--- src/single_tube_clock_set_and_display_macros.svh ---
// Assertion helpers for the single-tube clock block.
`ifndef SINGLE_TUBE_CLOCK_SET_AND_DISPLAY_MACROS_SVH
`define SINGLE_TUBE_CLOCK_SET_AND_DISPLAY_MACROS_SVH

// Check a property at every rising clock edge outside reset.
`define STC_ASSERT(label, prop, msg) \
  label: assert property (@(posedge clk_i) disable iff (!rst_ni) (prop)) else $error(msg);

// Check that a condition at one edge implies another at the next edge.
`define STC_ASSERT_NEXT(label, cond, nxt, msg) \
  label: assert property (@(posedge clk_i) disable iff (!rst_ni) (cond) |=> (nxt)) \
    else $error(msg);

`endif

--- src/stc_pkg.sv ---
package stc_pkg;

  typedef logic [1:0] button_t;
  localparam button_t BtnNone  = 2'd0;
  localparam button_t BtnShort = 2'd1;
  localparam button_t BtnLong  = 2'd2;

  typedef logic [2:0] step_t;
  localparam step_t StepIdle       = 3'd0;
  localparam step_t StepHourTens   = 3'd1;
  localparam step_t StepHourUnits  = 3'd2;
  localparam step_t StepMinTens    = 3'd3;
  localparam step_t StepMinUnits   = 3'd4;
  localparam step_t StepNightOff   = 3'd5;
  localparam step_t StepDone       = 3'd6;

  localparam logic [3:0] BlankCode  = 4'd10;
  localparam logic [3:0] PhaseHourT = 4'd1;
  localparam logic [3:0] PhaseHourU = 4'd3;
  localparam logic [3:0] PhaseMinT  = 4'd5;
  localparam logic [3:0] PhaseMinU  = 4'd7;
  localparam logic [3:0] PhaseEnd   = 4'd8;

  localparam logic [4:0] NightStartHour = 5'd23;
  localparam logic [4:0] NightEndHour   = 5'd6;
  localparam logic [4:0] DayFirstHour   = 5'd5;

  localparam logic [4:0] WrapHourTens  = 5'd3;
  localparam logic [4:0] WrapUnits     = 5'd10;
  localparam logic [4:0] WrapMinTens   = 5'd6;
  localparam logic [4:0] WrapNightOff  = 5'd2;

  // Tens digit of a value up to 63.
  function automatic logic [2:0] div10(input logic [5:0] v);
    logic [2:0] q;
    if (v >= 6'd60) q = 3'd6;
    else if (v >= 6'd50) q = 3'd5;
    else if (v >= 6'd40) q = 3'd4;
    else if (v >= 6'd30) q = 3'd3;
    else if (v >= 6'd20) q = 3'd2;
    else if (v >= 6'd10) q = 3'd1;
    else q = 3'd0;
    return q;
  endfunction

  // Units digit of a value up to 63.
  function automatic logic [3:0] mod10(input logic [5:0] v);
    logic [6:0] tens10;
    logic [6:0] diff;
    tens10 = 7'(div10(v)) * 7'd10;
    diff   = {1'b0, v} - tens10;
    return diff[3:0];
  endfunction

  // Increment and wrap to zero at the limit.
  function automatic logic [4:0] wrap_inc(input logic [4:0] v, input logic [4:0] limit);
    logic [5:0] nxt;
    nxt = {1'b0, v} + 6'd1;
    return (nxt >= {1'b0, limit}) ? 5'd0 : nxt[4:0];
  endfunction

endpackage

--- src/single_tube_clock_set_and_display.sv ---
// Single-tube clock controller: each input word is one pass of the clock's main
// loop (show tick, digit tick, button result, live time) and yields exactly one
// result word (tube drive, clock load strobe and values, digit timer restart).
// A long press opens the five-step setting menu (hour tens, hour units, minute
// tens, minute units, night-off flag); short presses wrap-increment the blinking
// item and a long press on the last step loads the clock. A show tick flashes
// the four time digits with blanks between them; with night-off set the tube
// stays dark at night and a short press flashes the time once.
// Timing: one word per clock cycle, sustained while results are taken. The
// state update and the result are computed in one combinational pass from
// the state registers and the input port, and land in the output register
// at the accepting edge. Input is taken whenever the output register is empty
// or being drained in the same cycle, so a result shows up the cycle after acceptance.
module single_tube_clock_set_and_display (
  input  logic                   clk_i,
  input  logic                   rst_ni,
  input  logic                   in_valid_i,
  output logic                   in_ready_o,
  input  logic                   show_tick_i,
  input  logic                   digit_tick_i,
  input  stc_pkg::button_t       button_i,
  input  logic [4:0]             now_hour_i,
  input  logic [5:0]             now_minute_i,
  output logic                   out_valid_o,
  input  logic                   out_ready_i,
  output logic                   tube_update_o,
  output logic [3:0]             shown_digit_o,
  output logic                   cathode_lit_o,
  output logic                   set_strobe_o,
  output logic [4:0]             set_hour_o,
  output logic [5:0]             set_minute_o,
  output logic                   restart_digit_timer_o
);
  import stc_pkg::*;

  // Controller state.
  step_t      menu_step_q, menu_step_d;
  logic       in_menu_q, in_menu_d;
  logic [1:0] hour_tens_q, hour_tens_d;
  logic [3:0] hour_units_q, hour_units_d;
  logic [2:0] minute_tens_q, minute_tens_d;
  logic [3:0] minute_units_q, minute_units_d;
  logic       night_off_q, night_off_d;
  logic [3:0] flash_phase_q, flash_phase_d;
  logic       blink_on_q, blink_on_d;
  logic       showing_time_q, showing_time_d;
  logic       capture_pending_q, capture_pending_d;
  logic       spot_showing_q, spot_showing_d;
  logic [4:0] captured_hour_q, captured_hour_d;

  // Result word register.
  logic       out_valid_q;
  logic       tube_update_q, tube_update_d;
  logic [3:0] shown_digit_q, shown_digit_d;
  logic       cathode_lit_q, cathode_lit_d;
  logic       set_strobe_q, set_strobe_d;
  logic [4:0] set_hour_q, set_hour_d;
  logic [5:0] set_minute_q, set_minute_d;
  logic       restart_q, restart_d;

  logic accept;

  assign in_ready_o = !out_valid_q || out_ready_i;
  assign accept     = in_valid_i && in_ready_o;

  // One pass of the main loop: show tick, then button, then tube.
  always_comb begin
    logic       tick;
    logic       flash;
    logic       drive;
    logic [3:0] digit;
    logic [6:0] hour_sum;
    logic [6:0] min_sum;
    logic [2:0] tens_full;
    logic [4:0] bumped;

    menu_step_d       = menu_step_q;
    in_menu_d         = in_menu_q;
    hour_tens_d       = hour_tens_q;
    hour_units_d      = hour_units_q;
    minute_tens_d     = minute_tens_q;
    minute_units_d    = minute_units_q;
    night_off_d       = night_off_q;
    flash_phase_d     = flash_phase_q;
    blink_on_d        = blink_on_q;
    showing_time_d    = showing_time_q;
    capture_pending_d = capture_pending_q;
    spot_showing_d    = spot_showing_q;
    captured_hour_d   = captured_hour_q;

    tube_update_d = 1'b0;
    shown_digit_d = 4'd0;
    cathode_lit_d = 1'b0;
    set_strobe_d  = 1'b0;
    set_hour_d    = 5'd0;
    set_minute_d  = 6'd0;
    restart_d     = 1'b0;

    tick      = digit_tick_i;
    flash     = 1'b0;
    drive     = 1'b0;
    digit     = BlankCode;
    hour_sum  = 7'd0;
    min_sum   = 7'd0;
    tens_full = 3'd0;
    bumped    = 5'd0;

    // Show tick: start a time display unless the night flash runs.
    if (show_tick_i && !spot_showing_q) begin
      showing_time_d    = 1'b1;
      blink_on_d        = 1'b1;
      capture_pending_d = 1'b1;
      flash_phase_d     = 4'd0;
    end

    // Button handling.
    if (!in_menu_q && button_i == BtnShort && night_off_q
        && (now_hour_i >= NightStartHour || now_hour_i <= NightEndHour)) begin
      spot_showing_d    = 1'b1;
      night_off_d       = 1'b0;
      capture_pending_d = 1'b1;
      flash_phase_d     = 4'd0;
      blink_on_d        = 1'b1;
    end else if (!in_menu_q && button_i == BtnLong) begin
      in_menu_d       = 1'b1;
      menu_step_d     = StepHourTens;
      captured_hour_d = now_hour_i;
      tens_full       = div10({1'b0, now_hour_i});
      hour_tens_d     = tens_full[1:0];
      hour_units_d    = mod10({1'b0, now_hour_i});
      minute_tens_d   = div10(now_minute_i);
      minute_units_d  = mod10(now_minute_i);
      night_off_d     = 1'b0;
    end else if (in_menu_q && button_i == BtnShort) begin
      case (menu_step_q)
        StepHourTens: begin
          bumped      = wrap_inc({3'd0, hour_tens_q}, WrapHourTens);
          hour_tens_d = bumped[1:0];
        end
        StepHourUnits: begin
          bumped       = wrap_inc({1'b0, hour_units_q}, WrapUnits);
          hour_units_d = bumped[3:0];
        end
        StepMinTens: begin
          bumped        = wrap_inc({2'd0, minute_tens_q}, WrapMinTens);
          minute_tens_d = bumped[2:0];
        end
        StepMinUnits: begin
          bumped         = wrap_inc({1'b0, minute_units_q}, WrapUnits);
          minute_units_d = bumped[3:0];
        end
        StepNightOff: begin
          bumped      = wrap_inc({4'd0, night_off_q}, WrapNightOff);
          night_off_d = bumped[0];
        end
        default: ;
      endcase
    end else if (in_menu_q && button_i == BtnLong) begin
      menu_step_d = menu_step_q + 3'd1;
      if (menu_step_d == StepDone) begin
        // Leave the menu and load the clock.
        in_menu_d    = 1'b0;
        menu_step_d  = StepIdle;
        hour_sum     = 7'(hour_tens_q) * 7'd10 + 7'(hour_units_q);
        min_sum      = 7'(minute_tens_q) * 7'd10 + 7'(minute_units_q);
        set_strobe_d = 1'b1;
        set_hour_d   = hour_sum[4:0];
        set_minute_d = min_sum[5:0];
        restart_d    = 1'b1;
        blink_on_d   = 1'b1;
        tick         = 1'b0;
      end
    end

    // Tube.
    if (menu_step_d != StepIdle) begin
      if (tick) begin
        if (blink_on_d) begin
          drive = 1'b1;
          case (menu_step_d)
            StepHourTens:  digit = {2'd0, hour_tens_d};
            StepHourUnits: digit = hour_units_d;
            StepMinTens:   digit = {1'b0, minute_tens_d};
            StepMinUnits:  digit = minute_units_d;
            StepNightOff:  digit = {3'd0, night_off_d};
            default:       drive = 1'b0;
          endcase
        end else begin
          drive = 1'b1;
        end
        blink_on_d = !blink_on_d;
      end
    end else if (spot_showing_d || showing_time_d) begin
      flash = 1'b1;
      if (capture_pending_d) begin
        captured_hour_d   = now_hour_i;
        tens_full         = div10({1'b0, now_hour_i});
        hour_tens_d       = tens_full[1:0];
        hour_units_d      = mod10({1'b0, now_hour_i});
        minute_tens_d     = div10(now_minute_i);
        minute_units_d    = mod10(now_minute_i);
        capture_pending_d = 1'b0;
      end
      if (tick) begin
        flash_phase_d = flash_phase_d + 4'd1;
        if (blink_on_d) begin
          drive = 1'b1;
          case (flash_phase_d)
            PhaseHourT: digit = {2'd0, hour_tens_d};
            PhaseHourU: digit = hour_units_d;
            PhaseMinT:  digit = {1'b0, minute_tens_d};
            PhaseMinU:  digit = minute_units_d;
            default:    drive = 1'b0;
          endcase
        end else begin
          drive = 1'b1;
        end
        blink_on_d = !blink_on_d;
      end
    end

    if (drive) begin
      tube_update_d = 1'b1;
      shown_digit_d = digit;
      cathode_lit_d = (digit != BlankCode) && (!night_off_d
                      || (captured_hour_d < NightStartHour && captured_hour_d > DayFirstHour)
                      || menu_step_d != StepIdle);
    end

    // End of a flash sequence; the night flash re-arms night-off.
    if (flash && tick && flash_phase_d == PhaseEnd) begin
      if (spot_showing_d) begin
        spot_showing_d = 1'b0;
        night_off_d    = 1'b1;
      end else begin
        showing_time_d = 1'b0;
      end
    end
  end

  // Hold state; advance on an accepted word.
  always_ff @(posedge clk_i or negedge rst_ni) begin
    if (!rst_ni) begin
      menu_step_q       <= StepIdle;
      in_menu_q         <= 1'b0;
      hour_tens_q       <= 2'd0;
      hour_units_q      <= 4'd0;
      minute_tens_q     <= 3'd0;
      minute_units_q    <= 4'd0;
      night_off_q       <= 1'b0;
      flash_phase_q     <= 4'd0;
      blink_on_q        <= 1'b1;
      showing_time_q    <= 1'b0;
      capture_pending_q <= 1'b1;
      spot_showing_q    <= 1'b0;
      captured_hour_q   <= 5'd0;
    end else if (accept) begin
      menu_step_q       <= menu_step_d;
      in_menu_q         <= in_menu_d;
      hour_tens_q       <= hour_tens_d;
      hour_units_q      <= hour_units_d;
      minute_tens_q     <= minute_tens_d;
      minute_units_q    <= minute_units_d;
      night_off_q       <= night_off_d;
      flash_phase_q     <= flash_phase_d;
      blink_on_q        <= blink_on_d;
      showing_time_q    <= showing_time_d;
      capture_pending_q <= capture_pending_d;
      spot_showing_q    <= spot_showing_d;
      captured_hour_q   <= captured_hour_d;
    end
  end

  // Output word valid: set on accept, drop once taken.
  always_ff @(posedge clk_i or negedge rst_ni) begin
    if (!rst_ni) begin
      out_valid_q <= 1'b0;
    end else if (accept) begin
      out_valid_q <= 1'b1;
    end else if (out_ready_i) begin
      out_valid_q <= 1'b0;
    end
  end

  // Output word payload.
  always_ff @(posedge clk_i) begin
    if (accept) begin
      tube_update_q <= tube_update_d;
      shown_digit_q <= shown_digit_d;
      cathode_lit_q <= cathode_lit_d;
      set_strobe_q  <= set_strobe_d;
      set_hour_q    <= set_hour_d;
      set_minute_q  <= set_minute_d;
      restart_q     <= restart_d;
    end
  end

  assign out_valid_o           = out_valid_q;
  assign tube_update_o         = tube_update_q;
  assign shown_digit_o         = shown_digit_q;
  assign cathode_lit_o         = cathode_lit_q;
  assign set_strobe_o          = set_strobe_q;
  assign set_hour_o            = set_hour_q;
  assign set_minute_o          = set_minute_q;
  assign restart_digit_timer_o = restart_q;

`include "single_tube_clock_set_and_display_macros.svh"

  `STC_ASSERT(a_menu_flag_matches_step, in_menu_q == (menu_step_q != StepIdle),
              "menu flag and step disagree")
  `STC_ASSERT(a_lit_needs_digit,
              !(out_valid_q && cathode_lit_q) || (tube_update_q && shown_digit_q != BlankCode),
              "cathode lit without a digit")
  `STC_ASSERT(a_strobe_leaves_menu,
              !(out_valid_q && set_strobe_q) || (restart_q && !in_menu_q),
              "load strobe while menu still open")
  `STC_ASSERT_NEXT(a_accept_fills_output, accept, out_valid_q,
                   "accepted word produced no result")

endmodule

--- config.mk ---
export PLATFORM = sky130hd
export DESIGN_NAME = single_tube_clock_set_and_display
export DESIGN_NICKNAME = d
export VERILOG_FILES = /design/src/stc_pkg.sv /design/src/single_tube_clock_set_and_display.sv
export VERILOG_INCLUDE_DIRS = /design/src /design/src/src
export SDC_FILE = /design/constraint.sdc
export NUM_CORES = 1
export LEC_CHECK = 0
export BUFFER_PORTS_ARGS = -buffer_cell sky130_fd_sc_hd__clkbuf_2
export CORE_MARGIN = 2
export CORE_UTILIZATION = 40
export CTS_CLUSTER_DIAMETER = 50
export DETAILED_ROUTE_END_ITERATION = 10
export PLACE_DENSITY = 0.56
export REMOVE_ABC_BUFFERS = 1
export SLEW_MARGIN = 10
export SYNTH_ARGS = -nofsm -noshare
export SYNTH_HDL_FRONTEND = slang
export SYNTH_SLANG_ARGS = --single-unit
--- constraint.sdc ---
create_clock -name clk_i -period 3.65 [get_ports clk_i]
set_input_delay 0.73 -clock clk_i [delete_from_list [all_inputs] [get_ports clk_i]]
set_output_delay 0.73 -clock clk_i [all_outputs]
set_load 0.03 [all_outputs]
Word-level counts from Yosys, hierarchy flattened --
Cells that the tools add are included.
Word-level totals: output and inout port bits 21, bits in latches 0, bits in writable memories 0, memories 0, logic and storage cells 239, input bits 19, register bits 50, bits in read-only memories 0
Operators by class: add/sub/neg operators 13, multipliers 6, shift operators 0, reduce and logical (&&, ||, !) cells 31, bitwise gates (word level) 3, multiplexer cells 125, divide/modulo/power cells 0, eq/ne operators 20, $lt $le $gt $ge 21
Operators by type and width (count):
- 2-to-1 mux 4 bit | 27
- 2-to-1 mux 3 bit | 29
- 2-to-1 mux 1 bit | 50
- 2-to-1 mux 5 bit | 5
- 2-to-1 mux 2 bit | 12
- case mux 4 bit (5 select lines) | 1
- greater-or-equal comparator 5 x 6 -> 1 bit, second input constant | 3
- greater-or-equal comparator 6 bit, second input constant | 3
- case mux 4 bit (4 select lines) | 1
- subtractor 4 bit | 4
- equality test 3 bit, second input constant | 5
- greater-or-equal comparator 5 x 4 -> 1 bit, second input constant | 3
- greater-or-equal comparator 5 bit, second input constant | 3
- equality test 3 x 2 -> 1 bit, second input constant | 4
- greater-or-equal comparator 6 x 5 -> 1 bit, second input constant | 2
- logical AND 1 bit | 12
- multiplier 3 x 3 -> 3 bit, second input constant | 4
- adder 4 x 1 -> 5 bit, second input constant | 2
- OR reduction 5 bit | 2
- equality test 4 x 3 -> 1 bit, second input constant | 2
- OR reduction 4 bit | 2
- adder 6 x 4 -> 6 bit | 1
- equality test 3 x 1 -> 1 bit, second input constant | 2
- greater-or-equal comparator 6 x 4 -> 1 bit, second input constant | 1
- other kinds (27) | 39

Longest topological paths before layout --
depth after elaboration 21, gate-level depth with buffers 15, mapped depth without buffers 13

Least setup slack after synthesis --
OpenSTA, ideal clock, no wires.
kind input port to flip-flop, from input now_hour_i[2], to register cathode_lit_q (netlist: cathode_lit_o) (data pin), cell stages on the path 15, required time 3496 ps, buffers on the path 3, data arrival time 3572 ps, path slack -76 ps, setup time 154 ps, path through buf_6 > and4_4 > o31a_1 > buf_6 > nor2_1 > nand2_1 > inv_1 > ha_1 > clkbuf_1 > nor3_1 > a21o_1 > a2111o_1 > and4_1 > or3_4 > a41oi_2
Between the ends: longest elaborated chain between the ends 21, elaborated cells between the ends (all ways) 85, classes of those cells add/sub: 3; mul: 2; order compare: 10; eq/ne: 10; mux: 49; reduce/logical: 11
Ends and longest elaborated chain:
- start, declared | line single_tube_clock_set_and_display.sv:22 | input logic [4:0] now_hour_i,
- greater-or-equal comparator 5 x 4 -> 1 bit | line stc_pkg.sv:41 | else if (v >= 6'd10) q = 3'd1;
- 2-to-1 mux 1 bit | line stc_pkg.sv:41
- 2-to-1 mux 2 bit | line stc_pkg.sv:40 | else if (v >= 6'd20) q = 3'd2;
- 2-to-1 mux 2 bit | line stc_pkg.sv:39 | else if (v >= 6'd30) q = 3'd3;
- 2-to-1 mux 3 bit | line stc_pkg.sv:38 | else if (v >= 6'd40) q = 3'd4;
- 2-to-1 mux 3 bit | line stc_pkg.sv:37 | else if (v >= 6'd50) q = 3'd5;
- 2-to-1 mux 3 bit | line stc_pkg.sv:36 | if (v >= 6'd60) q = 3'd6;
- 2-to-1 mux 3 bit | line single_tube_clock_set_and_display.sv:124 | end else if (!in_menu_q && button_i == BtnLong) begin
- [... 5 more ...]
- 2-to-1 mux 4 bit | line single_tube_clock_set_and_display.sv:195 | if (capture_pending_d) begin
- case mux 4 bit (4 select lines) | line single_tube_clock_set_and_display.sv:208 | case (flash_phase_d)
- 2-to-1 mux 4 bit | line single_tube_clock_set_and_display.sv:206 | if (blink_on_d) begin
- 2-to-1 mux 4 bit | line single_tube_clock_set_and_display.sv:204 | if (tick) begin
- 2-to-1 mux 4 bit | line single_tube_clock_set_and_display.sv:193 | end else if (spot_showing_d || showing_time_d) begin
- 2-to-1 mux 4 bit | line single_tube_clock_set_and_display.sv:176 | if (menu_step_d != StepIdle) begin
- inequality test 4 bit | line single_tube_clock_set_and_display.sv:225 | cathode_lit_d = (digit != BlankCode) && (!night_off_d
- logical AND 1 bit | line single_tube_clock_set_and_display.sv:225
- end signal, assigned | line single_tube_clock_set_and_display.sv:290 | cathode_lit_q <= cathode_lit_d;
- end, declared | line single_tube_clock_set_and_display.sv:55 | logic cathode_lit_q, cathode_lit_d;
Several ways; a longest one is shown, not always the timed one. The select of a mux whose other input is x is not followed. A chain may end at the register's enable or synchronous reset.

Worst setup path after layout --
from input now_hour_i[3], to register cathode_lit_q (netlist: cathode_lit_o) (data pin)
Same word-level chain as after synthesis.

==> results.py <==
metrics = {
    "outcome": {
        "status": "complete, no violations",
    },
    "grt": {
        "use_met2": 0.382,
        "globalRoute.totalOverflow": 0,
        "antenna_found_initial": 0,
        "grt_pass1_vias": 4019,
        "busiest_layer": "met2",
        "track_usage": 0.234,
        "grt_max_degree": 37,
        "globalRouteMet3Util": 0.0261,
        "grt_first_pass_wirelength_mm": 21.1,
        "gr-usage-met1": 0.334,
    },
    "logic_synthesis": {
        "synth_edf_count": 18,
        "synth_warnings": 0,
        "synth-main-ff-cell": "dfrtp_1",
        "async_flop_share": 0.640,
        "syn_avg_cell_area_um2": 8.39,
        "synth_area_leaders": "dfrtp_1 (18%), edfxtp_1 (13%), ha_1 (7.4%), nand2_1 (5.1%), o21ai_0 (4.9%)",
        "synth.largest_area_cell": "dfrtp_1",
        "netlist_instances": 502,
        "netlist_area_um2": 4210,
        "ys_ff_latch": 50,
        "synth_cell_types": 75,
        "ys_seq_area_frac": 0.319,
        "synth.top_cell.area_share": 0.178,
    },
    "placed_design": {
        "gp_congestion": 0.963,
        "port_buffers": 39,
        "place_hpwl_mm": 9.93,
        "placed_area_um2": 4900,
        "dp_slack_ps": -63.1,
    },
    "power_and_ir_drop": {
        "peakVddDrop_v": 0.000249,
        "p_switching_w": 0.00151,
        "pwr-share-seq": 0.288,
        "clkPwrFrac": 0.141,
        "powerDensity_nw_per_um2": 669,
        "power.internal_w": 0.00185,
        "swShare": 0.450,
        "p_leak_nw": 2.20,
        "pwr-share-comb": 0.571,
    },
    "detailed_routing": {
        "route.detailed.drc": 0,
        "wire_per_inst_um": 17.7,
        "ant_nets": 0,
        "vias": 4131,
        "drtIter0Drc": 284,
        "routed_via_density": 5.75,
        "firstDrtPassIters": 5,
        "wl_mm": 12.7,
    },
    "cts": {
        "worstSkewPairLatency_ps": 320,
        "clk_path_buf_depth": 2,
        "h-tree-depth": 2,
        "clk_pin_slew_ps": 110,
        "cts_inserted_buffers": 5,
        "cts_tree": "done",
        "hold_buffers": 0,
        "cts_resized": 0,
        "cts_setup_buffers": 0,
        "clockRootBuffer": "clkbuf_8",
        "clock_sinks": 50,
    },
    "critical_path": {
        "worst_setup_path_start_kind": "input pin",
        "cp_data_required_time_ps": 3710,
        "cp-end-kind": "flop",
        "arrival_ps": 3480,
        "crit_fanout": 6,
        "critPathKind": "input pin to flop",
        "reg2reg_depth": 15,
        "r2r_setup_slack_ps": 300,
    },
    "floorplan": {
        "fp.dieH_um": 107,
        "dieWidth_um": 107,
        "die_area_um2": 11400,
        "initial_core_util": 0.410,
        "core_area_um2": 10300,
        "row_count": 37,
        "pin_count": 40,
    },
    "min_path": {
        "min_path_cells": 2,
        "worstHoldPathType": "flop to flop",
    },
    "finish": {
        "drive_gt1_frac": 0.204,
        "antennaDiodeCount": 0,
        "synthToLayoutAreaGrowth_pct": 19.4,
        "layout.nets": 629,
        "fin_util": 0.489,
        "stdcell_area_um2": 5030,
    },
    "flow_run": {
        "drv_cap": 0,
    },
    "timing": {
        "finalSetupViolations": 0,
        "hold_violations": 0,
        "rsz0062_at_grt": "no",
        "worstMarginPinSlew_ps": 905,
        "setup_ws_ps": 229,
        "slew_headroom": 0.397,
        "fmax_mhz": 292,
        "fin_skew_ps": 13.1,
        "holdWs_ps": 496,
        "fin_crit_ps": 3420,
        "slew_violations": 0,
        "period_share": 0.937,
    },
}
[Yosys cell counts, types with 11 or more instances]
master    number
nand2_1       57
o21ai_0       41
nor2_1        38
a21oi_1       31
dfrtp_1       30
inv_1         30
ha_1          25
edfxtp_1      18
clkbuf_1      17
nand2b_1      13
nand3_1       11
[power groups by stage]
stage | logic (W) | registers, W | clock network [W]
2_1_floorplan | 0.00119 | 0.000959 | 0
3_3_place_gp | 0.00188 | 0.000974 | 0
3_5_place_dp | 0.00190 | 0.000980 | 0
4_1_cts | 0.00191 | 0.000968 | 0.000485
5_1_grt | 0.00215 | 0.00101 | 0.000502
6_report | 0.00192 | 0.000968 | 0.000476
[metrics by stage]
| stage | power, W | setup TNS, ps | std cells |
|---|---|---|---|
| 2_1_floorplan | 0.00215 | 0 | 481 |
| 3_3_place_gp | 0.00285 | 0 | 710 |
| 3_5_place_dp | 0.00288 | -63.1 | 710 |
| 4_1_cts | 0.00336 | 0 | 718 |
| 5_1_grt | 0.00365 | 0 | 718 |
| 6_report | 0.00336 | 0 | 718 |
[worst max-delay path: stages]
cell and delay, ps:
clkbuf_2 120, buf_4 150, or3b_2 460, o211a_1 190, inv_1 70, ha_1 130, inv_1 40, fa_1 510
o211ai_1 260, a2111oi_0 140, a32oi_1 190, a21boi_0 350, a41oi_2 150
[cell type report]
| class | count | area [um^2] |
|---|---|---|
| clock buffers | 5 | 68.8 |
| clock inverters | 3 | 63.8 |
| fillers | 1041 | 5250 |
| inverters | 31 | 116 |
| multi-input cells | 400 | 2650 |
| flip-flops and latches | 50 | 1340 |
| well taps | 136 | 170 |
| repair buffers | 93 | 613 |
[layer usage]
| metal | vias up | wire, um |
|---|---|---|
| met5 | - | 0 |
| met3 | 28 | 698 |
| li1 | 2003 | - |
| met4 | 0 | 241 |
| met2 | 136 | 5870 |
| met1 | 1964 | 5930 |
[logic make-up after synthesis]
kind of cell | Yosys count | synth area share
multiplexers | 11 | 0.0276
flip-flops | 50 | 0.319
buffers and inverters | 52 | 0.0508
AO/OA/AOI/OAI | 154 | 0.242
XOR/XNOR | 12 | 0.0250
AND/OR/NAND/NOR | 192 | 0.238
adder cells (fa/ha/maj) | 31 | 0.0980
[worst paths after layout]
check | start | end
worst max-delay path | now_hour_i[3] | cathode_lit_o
max in group asynchronous | rst_ni | minute_units_q[3]
worst max register to register | night_off_q | cathode_lit_o
worst min-delay path | blink_on_q | blink_on_q
min in group asynchronous | rst_ni | hour_units_q[3]
worst min register to register | blink_on_q | blink_on_q
[state kept, by name, indices dropped and copies added, names as in the netlist, 2 cells and up]
signal,flops
set_hour_o,5
flash_phase_q,4
captured_hour_q,5
hour_tens_q,2
hour_units_q,4
minute_tens_q,3
minute_units_q,4
set_minute_o,6
menu_step_q,3
shown_digit_o,4
[placed cells by master, fill, tap and decap left out, drive strengths merged, types with 18 or more instances in the layout]
cell type  instances
nand2             57
buf               54
o21ai             44
clkbuf            44
nor2              39
a21oi             31
inv               30
dfrtp             30
ha                25
edfxtp            18
Note: power is estimated with default switching activity, not from simulation.
